### config.mk
export PLATFORM = sky130hd
export DESIGN_NAME = fcl_cell
export DESIGN_NICKNAME = d
export VERILOG_FILES = /design/src/hdl/fcl_pkg.sv /design/src/hdl/fcl_cell.sv
export SDC_FILE = /design/constraint.sdc
export NUM_CORES = 1
export LEC_CHECK = 0
export BUFFER_PORTS_ARGS = -buffer_cell sky130_fd_sc_hd__buf_2
export CAP_MARGIN = 15
export CORE_UTILIZATION = 39
export DETAILED_ROUTE_END_ITERATION = 10
export PLACE_DENSITY = 0.81
export SETUP_SLACK_MARGIN = 0.2
export SKIP_LAST_GASP = 1
export SLEW_MARGIN = 20
export SYNTH_ARGS = -nofsm -noshare
export SYNTH_HDL_FRONTEND = slang
export SYNTH_SLANG_ARGS = --single-unit
### constraint.sdc
create_clock -name clk -period 0.8 [get_ports clk]
set_input_delay 0 -clock clk [delete_from_list [all_inputs] [get_ports clk]]
set_output_delay 0 -clock clk [all_outputs]
set_load 0.02 [all_outputs]
### src/hdl/fcl_pkg.sv
// Shared types and constants of the fully connected layer.
// Command, kind and operation codes, sequencer states, pipeline token.
// No dependencies.
package fcl_pkg;

    localparam int MAX_DIM   = 64;
    localparam int DIM_BITS  = 6;
    localparam int MAX_BATCH = 16;
    localparam int ROW_BITS  = 4;
    localparam int DATA_BITS = 16;
    localparam int ACC_BITS  = 32;
    localparam int SUM_BITS  = 40;
    localparam int WADDR_BITS = 2 * DIM_BITS;
    localparam int AADDR_BITS = ROW_BITS + DIM_BITS;
    localparam int CELLS     = 4;
    localparam int WIDTH_BITS = 7;

    typedef enum logic [2:0] {
        CMD_LDW = 3'd0,
        CMD_LDB = 3'd1,
        CMD_FWD = 3'd2,
        CMD_BWD = 3'd3,
        CMD_RWG = 3'd4,
        CMD_RBG = 3'd5
    } cmd_t;

    // low two bits of the first four codes are the result kind
    typedef enum logic [2:0] {
        OP_FWD = 3'd0,
        OP_IG  = 3'd1,
        OP_RWG = 3'd2,
        OP_RBG = 3'd3,
        OP_WG  = 3'd4
    } op_t;

    typedef enum logic [2:0] {
        ST_CLEAR,
        ST_IDLE,
        ST_FWD,
        ST_IG,
        ST_WG,
        ST_READ,
        ST_DRAIN
    } state_t;

    typedef struct packed {
        logic                    valid;
        op_t                     op;
        logic                    first;
        logic                    fin;
        logic                    last;
        logic                    bterm;
        logic [DIM_BITS-1:0]     index;
        logic [WADDR_BITS-1:0]   waddr;
        logic [DIM_BITS-1:0]     baddr;
    } tok_t;

endpackage

### src/hdl/fcl_cell.sv
// One cell of the token chain: holds one in-flight token, passes it on.
// Depends on fcl_pkg.
module fcl_cell (
    input  logic          clk,
    input  logic          rst_n,
    input  fcl_pkg::tok_t tok_in,
    output fcl_pkg::tok_t tok_out
);
    import fcl_pkg::*;

    tok_t tok_reg;

    always_ff @(posedge clk or negedge rst_n)
    begin
        if (!rst_n)
        begin
            tok_reg <= '0;
        end
        else
        begin
            tok_reg <= tok_in;
        end
    end

    assign tok_out = tok_reg;

endmodule

== After elaboration in Yosys (flattened, before gate mapping) ==
Index checks and enable logic that the tools add are counted.

* Register bits: 32
* Input bits: 34
* Output and inout port bits: 32
* Logic and storage cells: 9

== Depth between registers and ports, before layout ==
* Depth in word-level cells: 0
* Depth in mapped cells: 0
* Gate-level depth less buffers: 0

== Worst setup path before layout ==
OpenSTA, ideal clock, no wires.

* Kind: register to output
* Start: register tok_reg, in the netlist tok_out[0]
* End: output port tok_out[0] (netlist bit)
* Required time: 800 ps
* Setup slack: 384 ps
* Arrival: 416 ps
* Cell stages (with the launch flop): 1
* Buffers on the path: 0
* Cell sequence: dfrtp_1

{| class="wikitable"
|+ RTL lines
! what !! RTL line !! text
|-
| start: declaration || fcl_cell.sv:11 || <nowiki>tok_t tok_reg;</nowiki>
|-
| start signal: assignment || fcl_cell.sv:21 || <nowiki>tok_reg <= tok_in;</nowiki>
|-
| end: declaration || fcl_cell.sv:7 || <nowiki>output fcl_pkg::tok_t tok_out</nowiki>
|}

No word-level cell between the ends.

== Worst setup path in the final report ==
* Start: register tok_reg, in the netlist tok_out[15]
* End: output port tok_out[15] (netlist bit)

No word-level cell between the ends.

==> results.json <==
{
  "outcome": "finished, violations left",
  "violations": "negative setup slack",
  "grt_pass1_wl_um": 4090,
  "synth_seq_cells": 32,
  "antenna_found_initial": 0,
  "crit_fanout": 1,
  "rsz0062_at_grt": "true",
  "num_vias": 717,
  "end_kind": "primary output",
  "period_share_pct": 109,
  "synth_area_sq_um": 801,
  "cap_violations": 0,
  "grt-ovfl-total": 0,
  "worstPathCellList": "buf_6",
  "dp_hpwl_um": 1180,
  "cts_made_buffers": 5,
  "ir_drop_mv": 2.02,
  "multi_input_area_sq_um": 0,
  "coreArea_sq_um": 1940,
  "die_x_um": 47.3,
  "multi_input_cells": 0,
  "layout-drive-gt1-share_pct": 53.2,
  "worst_slack_ps": -75.3,
  "diodes": 0,
  "layout_min_cycle_time_ps": 875,
  "grt_max_degree": 20,
  "io_buffers": 65,
  "hp-class": "in2async",
  "syn_to_final_growth_pct": 126,
  "ios": 66,
  "p_leak_nw": 0.896,
  "netlist_top_cells_area": "dfrtp_1",
  "synth-seq-area-share_pct": 100,
  "slew_headroom_pct": 85.9,
  "die_h_um": 47.3,
  "cpPeakStageDelay_ps": 420,
  "clk_pin_slew_ps": 100,
  "dr.pass1.iters": 4,
  "power_mw": 3.66,
  "grt_pass1_vias": 817,
  "power_density_nw_per_um2": 2030,
  "die_area_sq_um": 2240,
  "path_buf_inv": 1,
  "cts_root_buffer": "clkbuf_4",
  "cts_tree": "built",
  "critPathKind": "reg2out",
  "largest_reg_flops": 32,
  "hold_viol": 0,
  "finalNonFillerCells": 166,
  "yosysWarnings": 0,
  "yosys.cell_types.count": 1,
  "gp_congestion": 0.668,
  "row_count": 16,
  "track_usage_pct": 30.3,
  "drt_iter0_drc": 5,
  "antenna_left": 0,
  "yosys.area.top_type": "dfrtp_1",
  "critPathRequiredTime_ps": 800,
  "cts.sinks": 32,
  "arrival_ps": 880,
  "yosysTopAreaCellShare_pct": 100,
  "seqCellArea_sq_um": 801,
  "cp_top_family": "flip-flops",
  "wl_per_cell_um": 19.0,
  "slowest_stage": "dfrtp_1",
  "max_freq_ghz": 1.14,
  "clockBufferDepth": 2,
  "vias_per_cell": 4.32,
  "placed_cells": 125,
  "finalSetupTns_ps": -1310,
  "tightest_slew_ps": 212,
  "fin_nets": 172,
  "maxSlewViolCount": 0,
  "route.detailed.drc": 0,
  "n_fill_cell": 58,
  "cp-start-kind": "flip-flop",
  "synth_area_per_cell_sq_um": 25.0,
  "cts-htree-levels": 2,
  "syn_inst": 32,
  "final-setup-viol-count": 32,
  "floorplan.initialDensity_pct": 41.2,
  "syn-num-nets": 66,
  "wl_um": 3160
}
-- metrics by stage --
step | hold WS, ps | util (%) | area, sq um | setup slack [ps]
2_1_floorplan | -296 | - | 801 | 384
3_3_place_gp | -97.6 | 60.8 | 1180 | 291
3_5_place_dp | -96.2 | 60.8 | 1180 | 287
4_1_cts | 104 | 93.0 | 1810 | -52.6
5_1_grt | 130 | 93.1 | 1810 | -122
6_report | 143 | 93.1 | 1810 | -75.3
-- power by group --
| part | internal (mW) | switching (mW) | leakage (nW) |
|---|---|---|---|
| clock | 0.830 | 0.518 | 0.0515 |
| sequential | 1.70 | 0.0485 | 0.373 |
| combinational | 0.325 | 0.242 | 0.471 |
-- layout by cell type, fill, tap and decap left out --
| cell | n |
|---|---|
| buf_6 | 32 |
| bufinv_16 | 1 |
| clkbuf_4 | 6 |
| clkbuf_8 | 2 |
| dfrtp_1 | 32 |
| buf_2 | 32 |
| dlygate4sd3_1 | 33 |
| buf_12 | 1 |
-- repair_timing --
item,in CTS,in global routing
endpoints found under the hold margin,64,0
hold buffers,33,0
resized for setup,64,1
endpoints found under the setup margin,32,41
setup buffers,0,0
-- layout make-up --
class	instances	share of cell area, %
Clock buffer	7	3.60
Clock inverter	1	1.66
Sequential cell	32	44.3
Tap cell	27	1.87
Timing Repair Buffer	99	48.6
-- synthesized netlist by cell type --
cell / n
dfrtp_1: 32
-- worst paths after layout --
check	start	endpoint	slack, ps	depth (start not counted)
max	tok_out[15]	tok_out[15]	-80	1
min	rst_n	tok_out[7]	140	2
max in group asynchronous	rst_n	tok_out[10]	290	3
min in group clk	tok_in[9]	tok_out[9]	320	2
-- routing by layer --
metal  global-route usage, %  routed length (um)
met1                    32.8                1230
met2                    52.1                1580
met3                    10.0                 283
met4                    16.0                  66
met5                       0                   0
-- kinds of logic (layout without fill, tap and decap cells) --
logic type | Yosys count | after routing | synth area share (%)
buffers and inverters | 0 | 107 | 0
flip-flops | 32 | 32 | 100
(Power assumes the default switching activity.)
