## src/hdl/fcl_pkg.sv

```systemverilog
// Shared types and constants of the fully connected layer.
// Command, kind and operation codes, sequencer states, pipeline token.
// No dependencies.
package fcl_pkg;

    localparam int MAX_DIM   = 64;
    localparam int DIM_BITS  = 6;
    localparam int MAX_BATCH = 16;
    localparam int ROW_BITS  = 4;
    localparam int DATA_BITS = 16;
    localparam int ACC_BITS  = 32;
    localparam int SUM_BITS  = 40;
    localparam int WADDR_BITS = 2 * DIM_BITS;
    localparam int AADDR_BITS = ROW_BITS + DIM_BITS;
    localparam int CELLS     = 4;
    localparam int WIDTH_BITS = 7;

    typedef enum logic [2:0] {
        CMD_LDW = 3'd0,
        CMD_LDB = 3'd1,
        CMD_FWD = 3'd2,
        CMD_BWD = 3'd3,
        CMD_RWG = 3'd4,
        CMD_RBG = 3'd5
    } cmd_t;

    // low two bits of the first four codes are the result kind
    typedef enum logic [2:0] {
        OP_FWD = 3'd0,
        OP_IG  = 3'd1,
        OP_RWG = 3'd2,
        OP_RBG = 3'd3,
        OP_WG  = 3'd4
    } op_t;

    typedef enum logic [2:0] {
        ST_CLEAR,
        ST_IDLE,
        ST_FWD,
        ST_IG,
        ST_WG,
        ST_READ,
        ST_DRAIN
    } state_t;

    typedef struct packed {
        logic                    valid;
        op_t                     op;
        logic                    first;
        logic                    fin;
        logic                    last;
        logic                    bterm;
        logic [DIM_BITS-1:0]     index;
        logic [WADDR_BITS-1:0]   waddr;
        logic [DIM_BITS-1:0]     baddr;
    } tok_t;

endpackage

```

## src/hdl/fcl_mac.sv

```systemverilog
// Multiply-accumulate datapath: product, accumulate, writeback sums, round and saturate.
// Depends on fcl_pkg; stages follow the token chain.
module fcl_mac (
    input  logic                                clk,
    input  fcl_pkg::tok_t                       tok1,
    input  fcl_pkg::tok_t                       tok2,
    input  fcl_pkg::tok_t                       tok3,
    input  logic signed [fcl_pkg::DATA_BITS-1:0] w_rd,
    input  logic signed [fcl_pkg::DATA_BITS-1:0] x_rd,
    input  logic signed [fcl_pkg::DATA_BITS-1:0] g_rd,
    input  logic signed [fcl_pkg::DATA_BITS-1:0] b_rd,
    input  logic signed [fcl_pkg::ACC_BITS-1:0]  wg_rd,
    input  logic signed [fcl_pkg::ACC_BITS-1:0]  bg_rd,
    output logic signed [fcl_pkg::ACC_BITS-1:0]  wg_wdata,
    output logic signed [fcl_pkg::ACC_BITS-1:0]  bg_wdata,
    output logic signed [fcl_pkg::DATA_BITS-1:0] res_value,
    output logic                                res_clip
);
    import fcl_pkg::*;

    function automatic logic [ACC_BITS-1:0] sat32(input logic [ACC_BITS:0] s);
        logic [ACC_BITS-1:0] r;
        if (s[ACC_BITS] != s[ACC_BITS-1])
        begin
            r = {s[ACC_BITS], {(ACC_BITS-1){~s[ACC_BITS]}}};
        end
        else
        begin
            r = s[ACC_BITS-1:0];
        end
        return r;
    endfunction

    logic signed [DATA_BITS-1:0] op_a;
    logic signed [DATA_BITS-1:0] op_b;
    logic signed [ACC_BITS-1:0]  prod_reg;
    logic signed [ACC_BITS-1:0]  oldw_reg;
    logic signed [ACC_BITS-1:0]  oldb_reg;
    logic signed [DATA_BITS-1:0] g_reg;
    logic signed [DATA_BITS-1:0] bias_reg;
    logic signed [SUM_BITS-1:0]  acc_reg;
    logic signed [SUM_BITS-1:0]  acc_next;
    logic signed [SUM_BITS-1:0]  prod_ext;
    logic signed [SUM_BITS-1:0]  rnd;
    logic [ACC_BITS-1:0]         q;
    logic [ACC_BITS:0]           wsum;
    logic [ACC_BITS:0]           bsum;
    logic signed [DATA_BITS-1:0] res_value_reg;
    logic                        res_clip_reg;

    always_comb
    begin
        op_a = (tok1.op == OP_IG) ? g_rd : x_rd;
        op_b = (tok1.op == OP_WG) ? g_rd : w_rd;
    end

    always_ff @(posedge clk)
    begin
        prod_reg <= op_a * op_b;
        oldw_reg <= wg_rd;
        oldb_reg <= bg_rd;
        g_reg    <= g_rd;
        bias_reg <= b_rd;
    end

    always_comb
    begin
        wsum = {oldw_reg[ACC_BITS-1], oldw_reg} + {prod_reg[ACC_BITS-1], prod_reg};
        bsum = {oldb_reg[ACC_BITS-1], oldb_reg}
             + {{(ACC_BITS-DATA_BITS+1){g_reg[DATA_BITS-1]}}, g_reg};
        wg_wdata = sat32(wsum);
        bg_wdata = sat32(bsum);
        prod_ext = {{(SUM_BITS-ACC_BITS){prod_reg[ACC_BITS-1]}}, prod_reg};
        case (tok2.op)
            OP_FWD:
            begin
                acc_next = (tok2.first
                    ? {{(SUM_BITS-DATA_BITS-8){bias_reg[DATA_BITS-1]}}, bias_reg, 8'b0}
                    : acc_reg) + prod_ext;
            end
            OP_IG:
            begin
                acc_next = (tok2.first ? '0 : acc_reg) + prod_ext;
            end
            OP_RWG:
            begin
                acc_next = {{(SUM_BITS-ACC_BITS){oldw_reg[ACC_BITS-1]}}, oldw_reg};
            end
            OP_RBG:
            begin
                acc_next = {oldb_reg, 8'b0};
            end
            default:
            begin
                acc_next = acc_reg;
            end
        endcase
    end

    always_ff @(posedge clk)
    begin
        if (tok2.valid)
        begin
            acc_reg <= acc_next;
        end
    end

    always_comb
    begin
        rnd = acc_reg + SUM_BITS'(128);
        q   = rnd[SUM_BITS-1:8];
    end

    always_ff @(posedge clk)
    begin
        if (tok3.valid)
        begin
            if (q[ACC_BITS-1:DATA_BITS-1] != {(ACC_BITS-DATA_BITS+1){q[ACC_BITS-1]}})
            begin
                res_value_reg <= {q[ACC_BITS-1], {(DATA_BITS-1){~q[ACC_BITS-1]}}};
                res_clip_reg  <= 1'b1;
            end
            else
            begin
                res_value_reg <= q[DATA_BITS-1:0];
                res_clip_reg  <= 1'b0;
            end
        end
    end

    assign res_value = res_value_reg;
    assign res_clip  = res_clip_reg;

endmodule
```

## config.mk

```make
export PLATFORM = sky130hd
export DESIGN_NAME = fcl_mac
export DESIGN_NICKNAME = d
export VERILOG_FILES = /design/src/hdl/fcl_pkg.sv /design/src/hdl/fcl_mac.sv
export SDC_FILE = /design/constraint.sdc
export NUM_CORES = 1
export LEC_CHECK = 0
export ABC_AREA = 0
export BUFFER_PORTS_ARGS = -buffer_cell sky130_fd_sc_hd__buf_2
export CAP_MARGIN = 20
export CORE_ASPECT_RATIO = 1.2
export CORE_MARGIN = 4
export CORE_UTILIZATION = 35
export DETAILED_ROUTE_END_ITERATION = 10
export SETUP_SLACK_MARGIN = 0.02
export SLEW_MARGIN = 40
export SYNTH_ARGS = -nofsm -noshare
export SYNTH_HDL_FRONTEND = slang
export SYNTH_SLANG_ARGS = --single-unit
```

## constraint.sdc

```tcl
create_clock -name clk -period 13.6 [get_ports clk]
set_input_delay 2.72 -clock clk [delete_from_list [all_inputs] [get_ports clk]]
set_output_delay 2.72 -clock clk [all_outputs]
set_load 0.02 [all_outputs]
```

* Word-level counts from Yosys, hierarchy flattened
Index checks and enable logic that the tools add are counted.
** Storage, ports and cells
- Register bits :: 185
- Bits of input ports :: 225
- Output and inout port bits :: 81
- Word-level logic and storage cells :: 37
** Operators by class
- Add/sub/neg operators :: 5
- $mul :: 1
- Equality and inequality tests :: 8
- Muxes and demuxes :: 9
- Bitwise logic cells :: 3
- Reduce and logical (&&, ||, !) cells :: 3
** Operators with widths (number)
- $pmux W40 S4 :: 1
- $add A40 B40 Y40 :: 2
- $mux W40 :: 2
- $mux W32 :: 2
- $mux W16 :: 3
- $add A40 B9 Y40 const B :: 1
- $add A32 B16 Y33 :: 1
- $add A32 B32 Y33 :: 1
- $mul A16 B16 Y32 :: 1
- $ne A16 B16 Y1 :: 1
- $eq A3 B1 Y1 const B :: 2
- $eq A3 B2 Y1 const B :: 2
- $reduce_bool A4 Y1 :: 1
- $eq A3 B3 Y1 const B :: 1
- $logic_not A3 Y1 :: 1
- $not A1 Y1 :: 3
- $ne A1 B1 Y1 :: 2
- $reduce_and A2 Y1 :: 1
- $mux W1 :: 1

* Depth between registers and ports, before layout
- Depth after elaboration :: 3
- Depth in mapped cells :: 29
- Mapped depth without buffers :: 26

* Worst setup path after synthesis
OpenSTA, ideal clock, no wires.
- Path type :: input port to flip-flop
- Start point :: input tok1[29] (netlist name)
- End point :: register prod_reg[30]
- Library setup time :: 0.072 ns
- Arrival :: 9.464 ns
- Required time :: 13.528 ns
- Setup slack :: 4.064 ns
- Cell stages on the path :: 26
- Buffers on the path :: 2
- Cells stage by stage :: nor3b_1 -> clkbuf_1 -> buf_1 -> mux2i_1 -> nor2_1 -> fa_1 -> inv_1 -> fa_1 -> fa_1 -> inv_1 -> fa_1 -> fa_1 -> inv_1 -> fa_1 -> inv_1 -> ha_1 -> a21o_1 -> a21oi_1 -> nor2b_1 -> o21ai_0 -> nand2_1 -> a221o_1 -> a21oi_1 -> o21ai_0 -> a21oi_1 -> xnor2_1
** Between the ends
- Cells in the longest elaborated chain, start to end :: 3
- Elaborated cells on any way between the ends :: 5
- Those cells by class :: mul (1); eq/ne (2); mux (2)
** RTL lines
- start, declared :: RTL line fcl_mac.sv:5 : input fcl_pkg::tok_t tok1,
- $eq A3 B1 Y1 or $eq A3 B3 Y1 (tied branches) :: RTL line fcl_mac.sv:53, fcl_mac.sv:54
- $mux W16, on equally long branches :: RTL line fcl_mac.sv:53, fcl_mac.sv:54
- $mul A16 B16 Y32 (*) :: RTL line fcl_mac.sv:59 : prod_reg <= op_a * op_b;
- end signal, assigned :: RTL line fcl_mac.sv:59
- end, declared :: RTL line fcl_mac.sv:36 : logic signed [ACC_BITS-1:0] prod_reg;
Every way passes the cells marked *; elsewhere a longest branch is shown, timed or not.
A chain may end at the register's enable or synchronous reset.

* Worst setup path in the final report
- Start point :: input tok1[28] (netlist name)
- End point :: register prod_reg[31]
Same word-level chain as after synthesis.

==> metrics.txt <==
status complete, no violations; root buffer cell clkbuf_16; Req. time, crit path ~14 ns; die extent in y around 280 um; final instance count without filler cells 3552; area enclosed by the die boundary 0.0678 mm^2; fmax a little over 0.1 GHz; GRT Overall Usage 19.4%; number of DRC violations after detailed routing 0; most common library cell in the layout ignoring fill and taps inv_1; final worst-path cycle share a little under three quarters; Synth Area per Inst 8.84 um^2; drt via density ~5.1; PostCTS Resize Cnt 0; NumNets Final 3390; cell types occupying the most area after synthesis fa_1 (24%), dfxtp_1 (11%), ha_1 (10%); clock-pin transition on the worst setup and hold timing paths 0.07 ns; first-pass GRT wire length between 100000 and 150000 um; number of buffer cells added on primary ports around 220; Arrival @ worst endpoint slightly above 10 ns; Routed WL between 60000 and 70000 um; Final Critical Period a little under 10 ns; number of nets still failing antenna checks after routing 0; top_reg_cell synth dfxtp_1; Final Hold Vio Count 0; setup repair after global routing missed its margin false; top-level port count roughly 300; weighted congestion at the end of routability-driven global placement 0.933; synthesis-stage register bit count 185; maximum fanout along the worst path 13; number of hold buffers added after cts 0; slew of the pin with the lowest slew margin 0.863 ns; worst-skew pair later-pin latency ~0.46 ns; setup fix buffers added after clock tree synthesis 0; Detail Placement HPWL between 50000 and 60000 um; proportion of layout cells with a drive suffix above 1 a little over an eighth; placed cell count around 3500; class of the worst hold path flip-flop to flip-flop; clock tree from TritonCTS built; post-synthesis instance total roughly 2500; number of antenna violations at the first check in global routing 1; initial cell density of the core between 30% and 40%; Distinct cells, synth 86; Max Cap Viol 0; average wire per standard cell around 19 um; number of synthesized flops with an enable pin 57; count of clock tree sinks ~190; area growth from synthesis to layout 11.9%; total standard cell area after synthesis around 0.022 mm^2; pin count of the biggest net entering global routing 47; post-route clock skew roughly 0.014 ns; kind of capture point of the worst setup path flip-flop; warnings from Yosys 0; max_slew headroom approximately two fifths; startpoint types input pin; fraction of registers with async set or reset after synthesis 0%; placeable core region around 0.063 mm^2; commonest non-fill, non-tap cells in the layout inv_1 (388), fa_1 (265), nand2_1 (226); post-layout worst setup margin 3.84 ns; final-report setup violation count 0; syn_nets ~3200; Largest register FFs 40; width of the die about 240 um; Cell Rows ~100; setup slack after placement around 3.3 ns; largest buffer count on any clock path 2; Post-Route Setup TNS 0 ns; first-iteration detailed-routing DRC count around 1300; Max Slew Vio Count 0; TritonCTS buffer count 17; vias in the first global route roughly 19000; Worst Path Class, Setup input pin to flip-flop; Congestion Overflow GR 0; number of H-tree levels 4; sequential share of the synthesized area between 10% and 20%; Synth top area share a little under a quarter; via count approximately 18000; library cell occupying the most area in the post-synthesis netlist fa_1; DR pass1 iterations 6
-- cell usage after synthesis, drive strengths merged, types with 15 or more instances --
master	count
o211ai	17
nor3	30
mux2i	50
inv	388
edfxtp	57
ha	186
nand4	17
nor2b	27
buf	23
a21o	49
a21oi	176
maj3	15
dfxtp	128
a31oi	15
a21boi	16
o21a	22
and3	16
nand2	229
o31ai	15
xor2	31
nand3	42
a211oi	18
xnor2	110
o21ai	140
mux2	29
fa	265
nor2	216
nand2b	28
clkbuf	44
-- final cells by class --
class                      instances  area (um^2)
fill                            6502        38200
antenna                            1         2.50
timing repair buffer             239         1250
inverter                         388         1460
clock buffer                      23          479
tap                              824         1030
sequential                       185         4270
multi-input combinational       1883        16400
clock inverter                     9          103
-- routing by layer --
layer | up-vias | routed length, um | GRT usage, % | part of all wire (%)
met5 | - | 0 | 0 | 0
met4 | 0 | 1850 | 5.69 | 2.8
met3 | 95 | 4470 | 3.55 | 6.8
met2 | 617 | 30700 | 32.3 | 47
met1 | 8744 | 29000 | 25.7 | 44
li1 | 8790 | - | - | -
-- stage by stage --
step                      util (%)  instance area (um^2)  hold WS, ns
after global placement        38.5                 24300        0.578
final                         39.5                 24900        0.606
after CTS                     39.5                 24900        0.605
after global routing          39.5                 24900        0.625
after detailed placement      38.5                 24400        0.591
after floorplan                  -                 22300        0.527
-- logic make-up after synthesis --
logic type      count (synthesis)  synth area share, %
simple gates                  665                 13.6
compound gates                532                 15.1
fa+ha+maj                     466                 34.9
buf+inv                       455                 7.87
flops                         185                 19.2
xor+xnor                      141                 5.66
mux                            79                 3.71
-- final timing paths --
kind | start | endpoint | slack [ns] | cells past startpoint
setup / recovery | tok1[28] | prod_reg[31]$_DFF_P_ | 3.84 | 26
hold / removal | oldw_reg[2]$_DFF_P_ | acc_reg[2]$_DFFE_PP_ | 0.61 | 2
setup reg to reg | acc_reg[0]$_DFFE_PP_ | acc_reg[34]$_DFFE_PP_ | 9.28 | 13
hold reg to reg | oldw_reg[2]$_DFF_P_ | acc_reg[2]$_DFFE_PP_ | 0.61 | 2
-- critical path: stages --
cell      delay (ns)
buf_2           0.12
nor3b_4         0.65
buf_4           0.39
mux2i_1         0.73
nor2_1          0.13
fa_1            0.52
fa_1            0.56
ha_1            0.14
inv_1           0.05
fa_1            0.47
inv_1           0.05
fa_1            0.52
inv_1           0.05
fa_1            0.48
inv_1           0.04
ha_1            0.21
or4_1           0.52
a21oi_1         0.28
o21ai_0         0.20
a21oi_1         0.36
o211ai_1        0.20
nand2_1         0.13
o21ai_0         0.12
o21ai_0         0.22
a21oi_1         0.10
a31oi_1         0.17
Power is left out: the tool's default activity adds up to more than one toggle a clock period on the data nets, which glitch-free logic cannot reach.
